### config.mk
export PLATFORM = sky130hd
export DESIGN_NAME = entity_lump_parser_flat
export DESIGN_NICKNAME = d
export VERILOG_FILES = /design/src/sv/elp_pkg.sv /design/src/sv/elp_stream_if.sv /design/src/sv/entity_lump_parser.sv /design/src/flat_wrapper.sv
export SDC_FILE = /design/constraint.sdc
export NUM_CORES = 1
export LEC_CHECK = 0
export CAP_MARGIN = 20
export CORE_MARGIN = 1
export CORE_UTILIZATION = 38
export CTS_CLUSTER_DIAMETER = 60
export DETAILED_ROUTE_END_ITERATION = 8
export DONT_BUFFER_PORTS = 1
export PLACE_DENSITY = 0.58
export SLEW_MARGIN = 25
export SYNTH_ARGS = -nofsm -noshare
export SYNTH_HDL_FRONTEND = slang
export SYNTH_SLANG_ARGS = --single-unit
export TNS_END_PERCENT = 50
### constraint.sdc
create_clock -name clk -period 12.1 [get_ports clk]
set_input_delay 3.63 -clock clk [delete_from_list [all_inputs] [get_ports clk]]
set_output_delay 3.63 -clock clk [all_outputs]
set_load 0.005 [all_outputs]
### src/sv/elp_pkg.sv
// Shared types, codes and helpers for the entity lump parser.
package elp_pkg;

    localparam int ELP_OFFSET_BITS = 32;
    localparam int ResQDepth       = 4;

    localparam logic [7:0] CH_LBRACE    = 8'h7B;
    localparam logic [7:0] CH_RBRACE    = 8'h7D;
    localparam logic [7:0] CH_QUOTE     = 8'h22;
    localparam logic [7:0] CH_BACKSLASH = 8'h5C;

    localparam logic [2:0] EV_OPEN   = 3'd0;
    localparam logic [2:0] EV_KEYCH  = 3'd1;
    localparam logic [2:0] EV_KEYEND = 3'd2;
    localparam logic [2:0] EV_VALCH  = 3'd3;
    localparam logic [2:0] EV_VALEND = 3'd4;
    localparam logic [2:0] EV_CLOSE  = 3'd5;
    localparam logic [2:0] EV_DONE   = 3'd6;
    localparam logic [2:0] EV_ERROR  = 3'd7;

    localparam logic [2:0] ERR_NONE        = 3'd0;
    localparam logic [2:0] ERR_NO_OPENER   = 3'd1;
    localparam logic [2:0] ERR_OPEN_BLOCK  = 3'd2;
    localparam logic [2:0] ERR_NO_QUOTE    = 3'd3;
    localparam logic [2:0] ERR_OPEN_ESCAPE = 3'd4;
    localparam logic [2:0] ERR_OPEN_STRING = 3'd5;

    typedef struct packed {
        logic [7:0] text_byte;
        logic       end_of_text;
    } in_item_t;

    typedef struct packed {
        logic [2:0]  event_res;
        logic [7:0]  char_out;
        logic [2:0]  error_code;
        logic [31:0] error_offset;
        logic        final_result;
    } out_item_t;

    function automatic logic is_ws(logic [7:0] b);
        return ((b >= 8'h09) && (b <= 8'h0D)) || (b == 8'h20);
    endfunction

endpackage

### src/sv/elp_stream_if.sv
// Valid/ready stream channel carrying one payload item per beat.
interface elp_stream_if #(
    parameter type T = logic
);
    logic valid;
    logic ready;
    T     data;

    modport source (output valid, output data, input ready);
    modport sink   (input valid, input data, output ready);
endinterface

### src/sv/entity_lump_parser.sv
// Entity lump parser: byte-serial recogniser for brace blocks of quoted key/value pairs.
// Results are registered in the result queue before they are offered on the output.
// Throughput: one byte per cycle; a last byte may yield two results, absorbed by a
// four-entry result queue, so input stalls only while the queue has fewer than two free slots.
// Reset (rst_n low, asynchronous): phase to top level, byte position to zero, queue empty.
// An end-of-text beat returns phase and position to their reset values as well.
module entity_lump_parser
    import elp_pkg::*;
#(
    parameter int OFFSET_BITS = ELP_OFFSET_BITS
)
(
    input  logic         clk,
    input  logic         rst_n,
    elp_stream_if.sink   in_ch,
    elp_stream_if.source out_ch
);

    localparam logic [3:0] PH_TOP     = 4'd0;
    localparam logic [3:0] PH_BLOCK   = 4'd1;
    localparam logic [3:0] PH_KEY     = 4'd2;
    localparam logic [3:0] PH_KEY_ESC = 4'd3;
    localparam logic [3:0] PH_BETWEEN = 4'd4;
    localparam logic [3:0] PH_VAL     = 4'd5;
    localparam logic [3:0] PH_VAL_ESC = 4'd6;
    localparam logic [3:0] PH_DRAIN   = 4'd7;

    localparam int ExtW = (OFFSET_BITS > 32) ? OFFSET_BITS : 32;
    localparam int PtrW = $clog2(ResQDepth);
    localparam int CntW = $clog2(ResQDepth + 1);

    logic [3:0]             phase_reg, phase_next;
    logic [OFFSET_BITS-1:0] pos_reg, pos_inc;
    logic [ExtW-1:0]        here_ext, len_ext;
    logic [31:0]            here_sat, len_sat;

    out_item_t              q_mem [ResQDepth];
    logic [PtrW-1:0]        wr_ptr_reg, rd_ptr_reg;
    logic [CntW-1:0]        cnt_reg;

    logic      accept, pop;
    logic [7:0] b;
    logic      last;
    logic      ev_valid, end_valid;
    out_item_t ev_item, end_item;
    logic [1:0] push_n;

    assign accept = in_ch.valid && in_ch.ready;
    assign pop    = out_ch.valid && out_ch.ready;
    assign b      = in_ch.data.text_byte;
    assign last   = in_ch.data.end_of_text;

    assign in_ch.ready  = (cnt_reg <= CntW'(ResQDepth - 2));
    assign out_ch.valid = (cnt_reg != '0);
    assign out_ch.data  = q_mem[rd_ptr_reg];

    assign pos_inc  = (pos_reg == '1) ? pos_reg : pos_reg + 1'b1;
    assign here_ext = ExtW'(pos_reg);
    assign len_ext  = ExtW'(pos_inc);
    assign here_sat = (here_ext > ExtW'(32'hFFFF_FFFF)) ? 32'hFFFF_FFFF : here_ext[31:0];
    assign len_sat  = (len_ext > ExtW'(32'hFFFF_FFFF)) ? 32'hFFFF_FFFF : len_ext[31:0];

    // Byte event and phase step
    always_comb
    begin
        phase_next = phase_reg;
        ev_valid   = 1'b0;
        ev_item    = '0;
        unique case (phase_reg)
            PH_TOP:
            begin
                if (b == CH_LBRACE)
                begin
                    ev_valid           = 1'b1;
                    ev_item.event_res  = EV_OPEN;
                    phase_next         = PH_BLOCK;
                end
                else if (!is_ws(b))
                begin
                    ev_valid             = 1'b1;
                    ev_item.event_res    = EV_ERROR;
                    ev_item.error_code   = ERR_NO_OPENER;
                    ev_item.error_offset = here_sat;
                    ev_item.final_result = 1'b1;
                    phase_next           = PH_DRAIN;
                end
            end
            PH_BLOCK:
            begin
                if (b == CH_RBRACE)
                begin
                    ev_valid          = 1'b1;
                    ev_item.event_res = EV_CLOSE;
                    phase_next        = PH_TOP;
                end
                else if (b == CH_QUOTE)
                begin
                    phase_next = PH_KEY;
                end
                else if (!is_ws(b))
                begin
                    ev_valid             = 1'b1;
                    ev_item.event_res    = EV_ERROR;
                    ev_item.error_code   = ERR_NO_QUOTE;
                    ev_item.error_offset = here_sat;
                    ev_item.final_result = 1'b1;
                    phase_next           = PH_DRAIN;
                end
            end
            PH_KEY:
            begin
                if (b == CH_QUOTE)
                begin
                    ev_valid          = 1'b1;
                    ev_item.event_res = EV_KEYEND;
                    phase_next        = PH_BETWEEN;
                end
                else if (b == CH_BACKSLASH)
                begin
                    phase_next = PH_KEY_ESC;
                end
                else
                begin
                    ev_valid          = 1'b1;
                    ev_item.event_res = EV_KEYCH;
                    ev_item.char_out  = b;
                end
            end
            PH_KEY_ESC:
            begin
                ev_valid          = 1'b1;
                ev_item.event_res = EV_KEYCH;
                ev_item.char_out  = b;
                phase_next        = PH_KEY;
            end
            PH_BETWEEN:
            begin
                if (b == CH_QUOTE)
                begin
                    phase_next = PH_VAL;
                end
                else if (!is_ws(b))
                begin
                    ev_valid             = 1'b1;
                    ev_item.event_res    = EV_ERROR;
                    ev_item.error_code   = ERR_NO_QUOTE;
                    ev_item.error_offset = here_sat;
                    ev_item.final_result = 1'b1;
                    phase_next           = PH_DRAIN;
                end
            end
            PH_VAL:
            begin
                if (b == CH_QUOTE)
                begin
                    ev_valid          = 1'b1;
                    ev_item.event_res = EV_VALEND;
                    phase_next        = PH_BLOCK;
                end
                else if (b == CH_BACKSLASH)
                begin
                    phase_next = PH_VAL_ESC;
                end
                else
                begin
                    ev_valid          = 1'b1;
                    ev_item.event_res = EV_VALCH;
                    ev_item.char_out  = b;
                end
            end
            PH_VAL_ESC:
            begin
                ev_valid          = 1'b1;
                ev_item.event_res = EV_VALCH;
                ev_item.char_out  = b;
                phase_next        = PH_VAL;
            end
            default:
            begin
                phase_next = PH_DRAIN;
            end
        endcase
    end

    // End-of-text summary, judged on the phase after this byte
    always_comb
    begin
        end_valid             = 1'b0;
        end_item              = '0;
        end_item.final_result = 1'b1;
        end_item.event_res    = EV_ERROR;
        end_item.error_offset = len_sat;
        unique case (phase_next) inside
            PH_TOP:
            begin
                end_valid             = 1'b1;
                end_item.event_res    = EV_DONE;
                end_item.error_offset = '0;
            end
            PH_BLOCK:
            begin
                end_valid           = 1'b1;
                end_item.error_code = ERR_OPEN_BLOCK;
            end
            PH_BETWEEN:
            begin
                end_valid           = 1'b1;
                end_item.error_code = ERR_NO_QUOTE;
            end
            PH_KEY_ESC, PH_VAL_ESC:
            begin
                end_valid           = 1'b1;
                end_item.error_code = ERR_OPEN_ESCAPE;
            end
            PH_KEY, PH_VAL:
            begin
                end_valid           = 1'b1;
                end_item.error_code = ERR_OPEN_STRING;
            end
            default:
            begin
                end_valid = 1'b0;
            end
        endcase
        end_valid = end_valid && last;
    end

    assign push_n = accept ? (2'(ev_valid) + 2'(end_valid)) : 2'd0;

    always_ff @(posedge clk or negedge rst_n)
    begin
        if (!rst_n)
        begin
            phase_reg  <= PH_TOP;
            pos_reg    <= '0;
            wr_ptr_reg <= '0;
            rd_ptr_reg <= '0;
            cnt_reg    <= '0;
        end
        else
        begin
            if (accept)
            begin
                // rearm for the next text after the last byte
                phase_reg <= last ? PH_TOP : phase_next;
                pos_reg   <= last ? '0 : pos_inc;
            end
            wr_ptr_reg <= wr_ptr_reg + PtrW'(push_n);
            if (pop)
            begin
                rd_ptr_reg <= rd_ptr_reg + 1'b1;
            end
            cnt_reg <= cnt_reg + CntW'(push_n) - CntW'(pop);
        end
    end

    // Result queue storage; byte event goes first, the summary behind it
    always_ff @(posedge clk)
    begin
        if (accept)
        begin
            if (ev_valid)
            begin
                q_mem[wr_ptr_reg] <= ev_item;
                if (end_valid)
                begin
                    q_mem[wr_ptr_reg + 1'b1] <= end_item;
                end
            end
            else if (end_valid)
            begin
                q_mem[wr_ptr_reg] <= end_item;
            end
        end
    end

endmodule

### src/flat_wrapper.sv
// flat-port wrapper written by rule: the top's interface ports become plain ports
module entity_lump_parser_flat import elp_pkg::*;
#(
    parameter int OFFSET_BITS = ELP_OFFSET_BITS
)
  (clk, rst_n, in_ch_valid, in_ch_data, in_ch_ready, out_ch_valid, out_ch_data, out_ch_ready);
  elp_stream_if #(.T(in_item_t)) in_ch_i ();
  elp_stream_if #(.T(out_item_t)) out_ch_i ();
  input  logic clk;
  input  logic rst_n;
  input wire logic [$bits(in_ch_i.valid)-1:0] in_ch_valid;
  input wire logic [$bits(in_ch_i.data)-1:0] in_ch_data;
  output wire logic [$bits(in_ch_i.ready)-1:0] in_ch_ready;
  output wire logic [$bits(out_ch_i.valid)-1:0] out_ch_valid;
  output wire logic [$bits(out_ch_i.data)-1:0] out_ch_data;
  input wire logic [$bits(out_ch_i.ready)-1:0] out_ch_ready;
  assign in_ch_i.valid = in_ch_valid;
  assign in_ch_i.data = in_ch_data;
  assign in_ch_ready = in_ch_i.ready;
  assign out_ch_valid = out_ch_i.valid;
  assign out_ch_data = out_ch_i.data;
  assign out_ch_i.ready = out_ch_ready;
  entity_lump_parser #(.OFFSET_BITS(OFFSET_BITS)) u_core (.clk(clk), .rst_n(rst_n), .in_ch(in_ch_i), .out_ch(out_ch_i));
endmodule
-- After elaboration in Yosys (flattened, before gate mapping)
Memories as Yosys holds them, arrays and structs flattened.
Cells that the tools add are included.
Widths: inputs -> output; s select.
- bits in latches: 0
- bits in writable memories: 188
- register bits after elaboration: 43
- output and inout bits: 49
- input bits: 13
- memory bits (read-only): 0
- memories kept: 1
- memories (name ; words ; bits a word ; read ports ; clocked after memory_dff ; wr ports ; line ; text):
    u_core.q_mem ; 4 ; 47 ; 1 ; 0 ; 2 ; entity_lump_parser.sv:37 ; out_item_t q_mem [ResQDepth];
- $add $sub $neg: 7
- reduce and logical (&&, ||, !) cells: 13
- eq/ne operators: 18
- magnitude comparators: 5
- shift operators: 0
- multipliers: 0
- mux-type cells: 56
- div/mod/pow operators: 0
- bitwise gates (word level): 1
- operators with widths (kind ; count):
    $mux 32 ; 5
    $mux 36 ; 3
    $pmux 36 s3 ; 1
    $gt 32x32->1 const B ; 2
    $mux 47 ; 1
    $mux 4 ; 10
    $mux 35 ; 1
    $mux 34 ; 1
    $add 32x1->32 const B ; 1
    $eq 32x32->1 const B ; 1
    $pmux 4 s7 ; 1
    $eq 4x3->1 const B ; 6
    $eq 8x7->1 const B ; 3
    $pmux 8 s3 ; 1
    $pmux 3 s7 ; 1
    $mux 1 ; 18
    $mux 3 ; 6
    $eq 4x2->1 const B ; 4
    $eq 8x6->1 const B ; 2
    $mux 8 ; 2
    $pmux 3 s4 ; 1
    $mux 10 ; 1
    $mux 9 ; 1
    $eq 4x1->1 const B ; 2
    other kinds (17) ; 25

-- Longest topological paths before layout
Gate-level depths: netlist of run 1.
- depth after elaboration: 16
- mapped depth: 17

-- Least setup slack after synthesis of run 1
OpenSTA, ideal clock, no wires.
- kind: input port to flip-flop
- start point: in in_ch_data[1]
- end point: mem u_core.q_mem[2][10] (netlist bit), enable pin
- library setup time: 394 ps
- arrival: 7686 ps
- stages on the path: 15
- required time: 11706 ps
- path buffers: 5
- path slack: 4021 ps
- cells stage by stage: buf_6 > or4b_4 > o311ai_2 > o211ai_1 > a2111oi_4 > buf_6 > nor2_1 > a21boi_0 > ha_1 > o41ai_2 > buf_2 > or2_2 > buf_2 > buf_2 > nand2_1
- RTL lines (item ; line ; text):
    from (decl) ; flat_wrapper.sv:12 ; input wire logic [$bits(in_ch_i.data)-1:0] in_ch_data;
    to (decl) ; entity_lump_parser.sv:37 ;

==> flow_results.org, run 1 <==
** Synth
- Largest family of logic cells by synthesized area :: compound AO/OA/AOI/OAI gates
- Synth Area in Simple Gates :: 0.160
- The biggest area contributor in the post-synthesis netlist is sky130_fd_sc_hd__edfxtp_1.
- Synth top cells by count :: sky130_fd_sc_hd__nand2_1, sky130_fd_sc_hd__edfxtp_1, sky130_fd_sc_hd__a21oi_1, sky130_fd_sc_hd__o22ai_1, sky130_fd_sc_hd__clkbuf_1
- Number of flops mapped to enable cells by yosys :: 144
- Adder-cell area share of the yosys netlist :: 0.00850
- Cell count after synthesis :: 1,237
- Number of storage elements in the synthesis netlist :: 231
- Of the synthesized area, sequential elements account for 0.496.
- Mean area per synthesized cell :: 10.2 um^2
- Synth top area share :: 0.342
- The portion of synthesized area spent on multiplexers is 0.0978.
- The number of different library cells used by synthesis comes to 74.
- In the synthesized netlist the async set-or-reset flop fraction comes to 0.186.
- After synthesis, the cell types taking the most area are sky130_fd_sc_hd__edfxtp_1, sky130_fd_sc_hd__dfrtp_1, sky130_fd_sc_hd__mux4_2.
- Xor/xnor share of the synthesized area :: 0.0180
- Main flop type after synthesis :: sky130_fd_sc_hd__edfxtp_1
- The Yosys step of the flow raised 0 warnings.
- Summing every instance area after synthesis gives 12,700 um^2.
- Most common cell in the netlist :: sky130_fd_sc_hd__nand2_1
- Complex-gate fraction of the synthesized area :: 0.179
- Post-Syn Nets :: 1,258

** Power
- Summed over all cells, the static leakage comes to 4.55 nW.
- Power dissipated by switching net loads :: 1.29 mW
- Sw Share :: 0.392
- Of the total power, registers draw 0.358.
- Power per cell area :: 236 nW/um^2
- Logic gate share of total power :: 0.382
- Overall power consumption after layout is estimated at 3.29 mW.
- The worst-case IR drop observed on VDD is 0.000112 V.
- The internal portion of the total power is 2.00 mW.
- Portion of total power attributed to the clock network :: 0.260

** CTS
- Count of H-tree levels built during CTS :: 1
- The clock passes through at most 3 buffers.
- In this run, post-CTS repair resized a total of 0 instances.
- In this run, post-CTS hold repair placed 0 buffers.
- After clock tree synthesis, the clock-pin slew on the worst setup and hold paths is 0.06 ns.
- CTS Root Cell :: sky130_fd_sc_hd__clkbuf_16
- For the worst-skew pair, the clock arrives at the later sink with an insertion delay of 0.54 ns.
- Buffers inserted during clock tree synthesis total 29.
- Clock sink count :: 231
- Post-CTS Setup Inserts :: 0
- CTS tree :: built

** STA
- Smallest setup slack after layout :: 4.03 ns
- Of the available clock period, the critical path in the final layout requires 0.667.
- For the final database, setup skew stands at 0.0184 ns.
- Peak clock frequency supported by timing :: 0.124 GHz
- Worst slew margin :: 0.268
- For the final routed database, the setup TNS stands at 0 ns.
- The number of pins with negative max-slew slack in the final report came to 0.
- The smallest clock period supported by the final layout is computed as 8.07 ns.
- At the pin with the least slew margin, the transition time is 1.09 ns.
- Setup repair after global routing left no endpoint under its margin.
- The count of endpoints failing hold in the final timing report was 0.
- Setup violations remaining at the end of the flow were counted as 0.

** Worst setup path
- Traced cell by cell, the critical path runs through or4b_1, a211oi_1, o21ai_1, a2111oi_4, buf_4, nor2_1, a21boi_0, ha_1, and3_1, a211oi_2, nor3_1, o21ai_0, a2111oi_0.
- Maximum fanout encountered on the critical timing path :: 14
- Worst setup EP type :: flip-flop
- Worst path slowest cell :: sky130_fd_sc_hd__nor3_1
- Critical path data required time :: 12.41 ns
- On the worst path, the slowest cell contributes a delay of 0.88 ns.
- The critical path in this run is classified as input pin to flip-flop.
- The worst setup path is launched from an input pin.
- Data arrives at the worst endpoint at 8.38 ns.

** Final layout
- Total inserted antenna cells :: 0
- NumNets Final :: 1,206
- Summing all non-filler instances in the final layout gives an area of 13,900 um^2.
- The layout has 3,149 filler cells.
- In the final layout, the share of cells above drive strength 1 is 0.126.
- Relative to the synthesized area, the layout overhead comes to 10.1%.
- Utilization of the core after routing :: 0.426
- Flip-flop count of the largest register after layout :: 188

** Floorplan
- The die is 185 um wide.
- Die ar. :: 34,100 um^2
- Vert. Die Dim :: 185 um
- The floorplan has 66 rows.
- Initial Utilization :: 0.387
- IO Count :: 62
- Placeable core region :: 32,700 um^2

** Global routing
- Overall routing resource usage :: 0.226
- Maximum number of pins on one net before global-route repair :: 51
- Number of global-route vias before repair :: 9,713
- The initial antenna violation count came to 0.
- The total overflow left after global routing is 0.
- Global-route wire length before repair :: 58,600 um

** Routing
- Routed Antenna Nets :: 0
- Wires add up to 38,200 um.
- # DRC :: 0
- DRT Pass-1 Iters :: 5
- Vias/cell :: 6.14
- Count of vias placed by the detailed router :: 10,100
- The detailed router finished its first iteration with 1,035 violations.
- After detailed routing, the average wire length per cell comes to 23.2 um.

** Place
- In this run the cell area measured after placement is 13,000 um^2.
- At the end of routability-driven placement, the weighted congestion stood at 0.887.
- The count of buffers added on input and output ports is 0.
- Detailed-placement wirelength estimate :: 24,900 um
- Before CTS, the worst setup slack after placement is 3.34 ns.

** Hold path
- The tightest min-delay check is of the flip-flop to flip-flop type.

** Flow run
- Max-cap violations in this run came to 0.

** Outcome
- The run finished with clean final reports.
==> power groups by stage <==
| stage | Clock, mW | Sequential, mW | Combinational, mW |
|---|---|---|---|
| after global placement | 0 | 1.18 | 1.23 |
| after detailed placement | 0 | 1.19 | 1.24 |
| after global routing | 0.893 | 1.20 | 1.37 |
| after CTS | 0.864 | 1.18 | 1.25 |
| after floorplan | 0 | 1.12 | 0.942 |
| final | 0.853 | 1.18 | 1.26 |
==> critical path, delay by kind of cell <==
kind            cells  cell delay, ns
compound gates      7            2.15
buf+inv             1            0.29
simple gates        4            1.97
fa+ha+maj           1            0.32
==> layout make-up <==
cell class	instances	area [um^2]	area share
clock inverter	15	131	0.00943
multi-input combinational	886	5920	0.425
tap	442	553	0.0397
clock buffer	38	822	0.0590
inverter	15	56.3	0.00404
sequential	231	6290	0.451
timing repair buffer	22	169	0.0121
==> layer usage <==
metal | wire length (um) | GRT usage | part of all wire
met5 | 0 | 0 | 0
met4 | 1090 | 0.0723 | 0.028
met3 | 3270 | 0.0454 | 0.086
met2 | 17500 | 0.356 | 0.46
met1 | 16400 | 0.311 | 0.43
==> stage by stage <==
stage | cells | hold WS, ns
final | 1649 | 0.445
after global routing | 1649 | 0.473
after CTS | 1649 | 0.444
after detailed placement | 1596 | 0.434
after global placement | 1596 | 0.431
after floorplan | 1237 | 0.418
==> cell families (layout without fill, tap and decap cells) <==
family,count (synthesis),after routing
simple gates,433,433
compound gates,354,354
flops,231,231
buf+inv,120,90
mux,65,65
xor+xnor,26,26
fa+ha+maj,8,8
==> placed cells by master, fill, tap and decap left out, types with 6 or more instances in the layout <==
cell and instances:
sky130_fd_sc_hd__nand2_1 210, sky130_fd_sc_hd__edfxtp_1 144, sky130_fd_sc_hd__a21oi_1 99, sky130_fd_sc_hd__o22ai_1 69, sky130_fd_sc_hd__nor2_1 58, sky130_fd_sc_hd__a31oi_1 54, sky130_fd_sc_hd__mux4_2 47, sky130_fd_sc_hd__o21ai_0 46
sky130_fd_sc_hd__dfxtp_1 44, sky130_fd_sc_hd__dfrtp_1 41, sky130_fd_sc_hd__nand3_1 39, sky130_fd_sc_hd__clkbuf_16 31, sky130_fd_sc_hd__nor3_1 21, sky130_fd_sc_hd__buf_4 21, sky130_fd_sc_hd__mux2i_1 18, sky130_fd_sc_hd__and3_1 17
sky130_fd_sc_hd__inv_1 14, sky130_fd_sc_hd__xor2_1 14, sky130_fd_sc_hd__o32ai_1 14, sky130_fd_sc_hd__xnor2_1 12, sky130_fd_sc_hd__nand2b_1 10, sky130_fd_sc_hd__o31a_1 10, sky130_fd_sc_hd__and2_1 10, sky130_fd_sc_hd__or3_1 8
sky130_fd_sc_hd__or2_2 8, sky130_fd_sc_hd__nand4_1 8, sky130_fd_sc_hd__o211ai_1 7, sky130_fd_sc_hd__ha_1 7, sky130_fd_sc_hd__and4_1 6, sky130_fd_sc_hd__nor3b_1 6
==> worst paths after layout <==
check	start	to	slack (ns)	cells after the start
min in group asynchronous	rst_n	u_core.phase_reg[0]$_DFFE_PN0P_	2.79	0
max in group asynchronous	rst_n	u_core.here_ext[1]$_DFFE_PN0P_	9.18	0
hold / removal	u_core.q_mem[0][0]$_SDFFE_PP1N_	u_core.q_mem[0][0]$_SDFFE_PP1N_	0.44	2
setup / recovery	in_ch_data[2]	u_core.q_mem[3][25]$_DFFE_PP_	4.03	13
setup reg to reg	u_core.phase_reg[1]$_DFFE_PN0P_	u_core.q_mem[3][9]$_DFFE_PP_	6.87	10
hold reg to reg	u_core.q_mem[0][0]$_SDFFE_PP1N_	u_core.q_mem[0][0]$_SDFFE_PP1N_	0.44	2
Power figures use the tool's default switching activity.
==> run 2, diff against run 1 <==
Clock period 12.1 ns to 8.05 ns, I/O delays scaled along.
==> flow_results.org, run 2 (synthesis gave the netlist of run 1 again) <==
** Hold path
- Worst min-delay path class :: flip-flop to flip-flop

** STA
- Worst setup skew after layout :: 0.0209 ns
- Setup repair after global routing missed its margin :: false
- Peak clock frequency supported by timing :: 0.150 GHz
- Final clock period utilization by the worst path :: 0.827
- The number of pins with negative max-slew slack in the final report is 0.
- Final Hold Violating Endpoints :: 0
- Headroom to the max-slew limit came out at 0.340.
- Setup violations remaining at the end of the flow were counted as 0.
- Measured slew at the worst slew-check pin :: 0.984 ns
- Smallest setup slack after layout :: 1.40 ns
- Final critical path time including I/O delays and setup :: 6.65 ns
- Sum Neg Setup Slack :: 0 ns

** CTS
- CTS Root Cell :: sky130_fd_sc_hd__clkbuf_16
- Count of H-tree levels built during CTS :: 1
- In this run, post-CTS repair resized a total of 0 instances.
- Count of hold-fix buffers inserted at cts :: 0
- Clock tree synthesis inserted a total of 26 buffers.
- TritonCTS built the clock tree.
- The clock drives 231 sinks.
- The longest clock path from root to sink contains 3 buffers.
- For the worst-skew pair, the clock arrives at the later sink with an insertion delay of 0.54 ns.
- Post-CTS Setup Inserts :: 0
- Clock transition time at the flip-flop clock pins of the worst setup and hold paths :: 0.06 ns

** Place
- At the placement stage, the worst setup path has a slack of 0.990 ns.
- Input and output buffers added on the ports amount to 0.
- Once detailed placement completed, the half-perimeter wirelength came to 26,100 um.
- The congestion estimate from routability-driven global placement came to 0.946.

** Worst setup path
- Following the worst setup path forward leads to its endpoint at u_core.q_mem[2][13]$_DFFE_PP_.
- Reg-to-Reg Start :: u_core.phase_reg[0]$_DFFE_PN0P_
- The number of cells on the worst reg-to-reg path is 12.
- The worst setup path is captured at a flip-flop.
- Critical path data required time :: 8.29 ns
- Crit path from :: in_ch_data[1]
- Startpoint type of the worst setup path :: input pin
- STA puts the critical path data arrival time at 6.89 ns.
- Capture point of the worst reg-to-reg path :: u_core.q_mem[2][13]$_DFFE_PP_
- Along the worst path, the maximum fanout reaches 16.
- Across all register-to-register paths, the minimum setup slack is 3.08 ns.
- Worst setup path class :: input pin to flip-flop

** Routing
- # DRC :: 0
- For this run, the detailed router's first-pass iteration total came to 6.
- Routed Antenna Nets :: 0
- Iteration-0 DRC Markers :: 1,235
- Vias/cell :: 6.17
- Count of vias placed by the detailed router :: 10,200
- Routed wire length :: 39,200 um
- After detailed routing, the average wire length per cell comes to 23.6 um.

** Global routing
- Across every metal layer, demand over resource in global routing totals 0.231.
- Number of global-route vias before repair :: 9,462
- The initial antenna violation count came to 0.
- The first global-routing pass estimated 59,700 um of wire.
- Maximum number of pins on one net before global-route repair :: 52
- After global routing the overflow that remains totals 0.

** Floorplan
- For this configuration, the core starts out at a cell density of 0.387.
- Die ar. :: 34,100 um^2
- Vert. Die Dim :: 185 um
- The floorplan step set the die width to 185 um.
- During I/O placement, the number of pins put on the boundary was 62.
- The total area inside the core boundary comes to 32,700 um^2.
- In this run the core area contains 66 standard-cell rows.

** Final layout
- Commonest cells after routing, fill and taps aside :: sky130_fd_sc_hd__nand2_1, sky130_fd_sc_hd__edfxtp_1, sky130_fd_sc_hd__a21oi_1
- Of the cells placed in the final design, the portion with a size suffix greater than 1 is 0.129.
- Most frequent standard cell in the layout excluding fill and tap cells :: sky130_fd_sc_hd__nand2_1
- Flip-flop count of the largest register after layout :: 188
- NumNets Final :: 1,218
- Relative to the synthesized area, the layout overhead comes to 9.85%.
- The repair_antennas step left the layout with diodes totalling 0.
- Number of filler instances in the final layout :: 3,153

** Power
- Power per cell area :: 348 nW/um^2
- In this run the static leakage power is 4.56 nW.
- Maximum vdd ir drop :: 0.000237 V

** Flow run
- Maximum Capacitance Violations :: 0

** Outcome
- The flow ran to the end, and the final reports show no timing, DRC or antenna violations.
[run 2: layout make-up]
cell class / instances / area (um^2) / share of cell area
Multi-Input combinational cell: 886 / 5900 / 0.424
Clock buffer: 35 / 716 / 0.0515
Inverter: 15 / 56.3 / 0.00405
Timing Repair Buffer: 37 / 290 / 0.0209
Tap cell: 442 / 553 / 0.0398
Sequential cell: 231 / 6290 / 0.452
Clock inverter: 13 / 108 / 0.00774
[run 2: critical path, cell delays in order]
cell                        delay [ns]
sky130_fd_sc_hd__nor4b_1          0.70
sky130_fd_sc_hd__nand3_1          0.34
sky130_fd_sc_hd__a211oi_1         0.57
sky130_fd_sc_hd__a2111oi_4        0.08
sky130_fd_sc_hd__buf_4            0.23
sky130_fd_sc_hd__nor2_1           0.17
sky130_fd_sc_hd__a21boi_0         0.15
sky130_fd_sc_hd__ha_1             0.34
sky130_fd_sc_hd__and3_1           0.32
sky130_fd_sc_hd__a211oi_2         0.43
sky130_fd_sc_hd__nor2_1           0.09
sky130_fd_sc_hd__buf_4            0.21
sky130_fd_sc_hd__nand2_1          0.63
sky130_fd_sc_hd__a31oi_1          0.19
[run 2: worst min-delay path by stage]
| stage | startpoint | endpoint | slack (ns) | depth (start not counted) |
|---|---|---|---|---|
| finish | u_core.q_mem[3][36]$_SDFFE_PP0P_ | u_core.q_mem[3][36]$_SDFFE_PP0P_ | 0.45 | 2 |
| global route | u_core.q_mem[0][36]$_SDFFE_PP0N_ | u_core.q_mem[0][36]$_SDFFE_PP0N_ | 0.47 | 2 |
| CTS | u_core.q_mem[2][0]$_SDFFE_PP1N_ | u_core.q_mem[2][0]$_SDFFE_PP1N_ | 0.45 | 2 |
| detailed placement | u_core.q_mem[2][0]$_SDFFE_PP1N_ | u_core.q_mem[2][0]$_SDFFE_PP1N_ | 0.44 | 2 |
| global placement | u_core.q_mem[2][0]$_SDFFE_PP1N_ | u_core.q_mem[2][0]$_SDFFE_PP1N_ | 0.43 | 2 |
| floorplan | u_core.q_mem[2][0]$_SDFFE_PP1N_ | u_core.q_mem[2][0]$_SDFFE_PP1N_ | 0.42 | 2 |
[run 2: stage by stage]
stage / area [um^2] / utilization / instances / power [mW] / hold WS, ns
after floorplan: 12700 / - / 1237 / 3.10 / 0.418
after global placement: 13100 / 0.399 / 1610 / 3.66 / 0.431
after detailed placement: 13100 / 0.400 / 1610 / 3.69 / 0.440
after CTS: 13900 / 0.425 / 1658 / 4.82 / 0.451
after global routing: 13900 / 0.425 / 1659 / 5.08 / 0.473
final: 13900 / 0.425 / 1659 / 4.83 / 0.453
[run 2: layer usage]
layer | vias to the layer above | GRT usage | wire length (um)
met5 | - | 0 | 0
met4 | 0 | 0.0360 | 408
met3 | 38 | 0.0413 | 3410
met2 | 508 | 0.361 | 18000
met1 | 5064 | 0.338 | 17300
li1 | 4631 | - | -
[run 2: report_power, final]
part / internal [mW] / switching, mW / total (mW)
registers: 1.58 / 0.251 / 1.83
clock network: 0.659 / 0.487 / 1.15
logic: 0.689 / 1.17 / 1.86
total: 2.92 / 1.91 / 4.83
==> run 3, diff against run 2 <==
Settings changed: PLACE_DENSITY 0.58 to 0.6.
Clock period 8.05 ns to 5.35 ns, I/O delays scaled along.
==> flow_results.org, run 3 (synthesis gave the netlist of run 1 again) <==
** STA
- Smallest setup slack after layout :: 0.492 ns
- The number of pins with negative max-slew slack in the final report is 0.
- On the final layout, the worst clock skew is 0.0165 ns.
- Final setup violation count :: 0
- Min Hold Slack :: 0.451 ns
- Final clock period utilization by the worst path :: 0.908
- At the pin with the least slew margin, the transition time is 0.865 ns.
- Peak clock frequency supported by timing :: 0.206 GHz
- Final Hold Violating Endpoints :: 0
- Headroom to the max-slew limit came out at 0.418.
- Sum Neg Setup Slack :: 0 ns
- Final critical path time including I/O delays and setup :: 4.86 ns
- Setup repair after global routing missed its margin :: false

** Floorplan
- During I/O placement, the number of pins put on the boundary was 62.
- Vert. Die Dim :: 185 um
- Total number of placement rows :: 66
- Initial Utilization :: 0.387
- The die is 185 um wide.
- The die covers 34,100 um^2.
- Placeable core region :: 32,700 um^2

** Place
- Buffers added on ports :: 0
- At the placement stage, the worst setup path has a slack of 0.0334 ns.
- Detailed-placement wirelength estimate :: 25,800 um
- Including well taps, the total number of placed cells is 1,632.
- Summing all placed instances gives a cell area of 13,500 um^2.
- Final Wtd Congestion :: 0.927

** Final layout
- Count of placed standard cells in the final layout, fillers left out :: 1,685
- Total inserted antenna cells :: 0
- Most frequent standard cell in the layout excluding fill and tap cells :: sky130_fd_sc_hd__nand2_1
- Number of filler instances in the final layout :: 3,112
- FF+latch area :: 6290 um^2
- After the last flow step, the layout net total stands at 1,242.
- At the end of the flow the core is filled with cells to 0.442.
- Footprint of the multi-input gates :: 5980 um^2
- Flip-flop count of the largest register after layout :: 188
- Commonest cells after routing, fill and taps aside :: sky130_fd_sc_hd__nand2_1, sky130_fd_sc_hd__edfxtp_1, sky130_fd_sc_hd__a21oi_1
- The area growth from synthesis to layout is 14.1%.
- Final non-filler cell area :: 14,400 um^2
- Layout cell share with drive strength beyond 1 :: 0.155

** Power
- Total leakage power :: 4.80 nW
- In this run the power density over the cells is 529 nW/um^2.
- VDD sags by at most 0.000307 V.
- Final Power :: 7.65 mW

** Worst setup path
- The worst setup path is captured at a flip-flop.
- Data arrival time of the critical path :: 5.12 ns
- The worst setup path is launched from an input pin.
- R2R Setup Slk :: 1.27 ns
- The signal on the critical path passes through or3_1, or3_1, and3_1, nor4_4, nor2_1, a21boi_1, ha_2, and3_1, a211oi_2, nor3_2, o21ai_0, a2111oi_0.
- Capture point of the worst reg-to-reg path :: u_core.q_mem[0][10]$_DFFE_PP_
- Cells on worst reg2reg path :: 13
- Worst path slowest cell :: sky130_fd_sc_hd__or3_1
- Slowest Stage Delay on Critical Path :: 0.55 ns
- Crit path from :: in_ch_data[5]
- In this run the worst path has a maximum fanout of 9.
- The startpoint identified for the worst register-to-register timing path is u_core.phase_reg[0]$_DFFE_PN0P_.
- Capture point of the worst path :: u_core.q_mem[3][25]$_DFFE_PP_
- The worst setup path is of the input pin to flip-flop kind.
- Critical path data required time :: 5.62 ns

** Global routing
- The via count of the first global-routing pass came to 9,756.
- Entering global routing, the biggest net connects 52 pins.
- Across every metal layer, demand over resource in global routing totals 0.230.
- The initial antenna violation count came to 1.
- Global routing finished with a remaining overflow of 0.
- The first global-routing pass estimated 59,400 um of wire.

** Routing
- After detailed routing, the number of remaining DRC violations is 0.
- Iteration-0 DRC Markers :: 1,077
- In the final routed layout, each cell accounts on average for 23.3 um.
- The final route contains 10,300 vias.
- Routed wire length :: 39,200 um
- Vias/cell :: 6.10
- Routed Antenna Nets :: 0
- DRT Pass-1 Iters :: 6

** CTS
- CTS Root Cell :: sky130_fd_sc_hd__clkbuf_16
- Post-CTS Setup Inserts :: 0
- Longest Clk Path Bufs :: 3
- For this design, the CTS-stage hold fixing added 0 buffers.
- Insertion delay of the later-clocked pin in the worst-skew pair :: 0.55 ns
- Counting the buffers created by CTS gives 28.
- Post-CTS sizing :: 0
- Count of H-tree levels built during CTS :: 1
- Clock sink count :: 231
- Clock transition time at the flip-flop clock pins of the worst setup and hold paths :: 0.06 ns
- TritonCTS built the clock tree.

** Hold path
- Worst min-delay path class :: flip-flop to flip-flop
- Worst Hold Launch :: u_core.q_mem[2][0]$_SDFFE_PP1N_

** Flow run
- The tool flagged a number of max-cap violations equal to 0.

** Outcome
- The run finished with clean final reports.
[run 3: cell types whose count changed in the layout (fill, tap and decap cells not counted), moves of 2 or more]
cell	change
sky130_fd_sc_hd__buf_4	+10
sky130_fd_sc_hd__nand2_2	-4
sky130_fd_sc_hd__clkinv_1	-3
sky130_fd_sc_hd__clkbuf_8	+2
sky130_fd_sc_hd__nor3_2	+2
sky130_fd_sc_hd__clkbuf_16	+3
sky130_fd_sc_hd__buf_12	+11
sky130_fd_sc_hd__nand2_4	+3
[run 3: critical path, delay by kind of cell]
kind                       cells  cell delay, ns
adders and majority gates      1            0.26
and+or+nand+nor                7            2.18
AOI/OAI and AO/OA              4            1.09
[run 3: routing by layer]
metal | part of all wire | wire (um) | track usage
met1 | 0.42 | 16400 | 0.315
met3 | 0.096 | 3750 | 0.0488
met2 | 0.46 | 18000 | 0.365
met5 | 0 | 0 | 0
met4 | 0.026 | 1010 | 0.0620
[run 3: area by class of cell]
cell class                      instances  area share
Inverter                               15     0.00390
Clock inverter                         13     0.00979
Multi-Input combinational cell        886       0.414
Sequential cell                       231       0.435
Clock buffer                           39      0.0564
Tap cell                              442      0.0383
Timing Repair Buffer                   59      0.0424
[run 3: report_power, final]
| group | internal, mW | switching [mW] |
|---|---|---|
| logic | 1.14 | 1.79 |
| registers | 2.37 | 0.408 |
| clock network | 1.17 | 0.775 |
| total | 4.68 | 2.97 |
[run 3: how the worst min path moves through the flow]
| stage | slack, ns | endpoint | depth (start not counted) |
|---|---|---|---|
| CTS | 0.45 | u_core.q_mem[2][0]$_SDFFE_PP1N_ | 2 |
| global placement | 0.43 | u_core.q_mem[2][0]$_SDFFE_PP1N_ | 2 |
| global route | 0.47 | u_core.q_mem[1][39]$_SDFFE_PP0N_ | 2 |
| detailed placement | 0.44 | u_core.q_mem[2][0]$_SDFFE_PP1N_ | 2 |
| floorplan | 0.42 | u_core.q_mem[2][0]$_SDFFE_PP1N_ | 2 |
| finish | 0.45 | u_core.q_mem[2][0]$_SDFFE_PP1N_ | 2 |
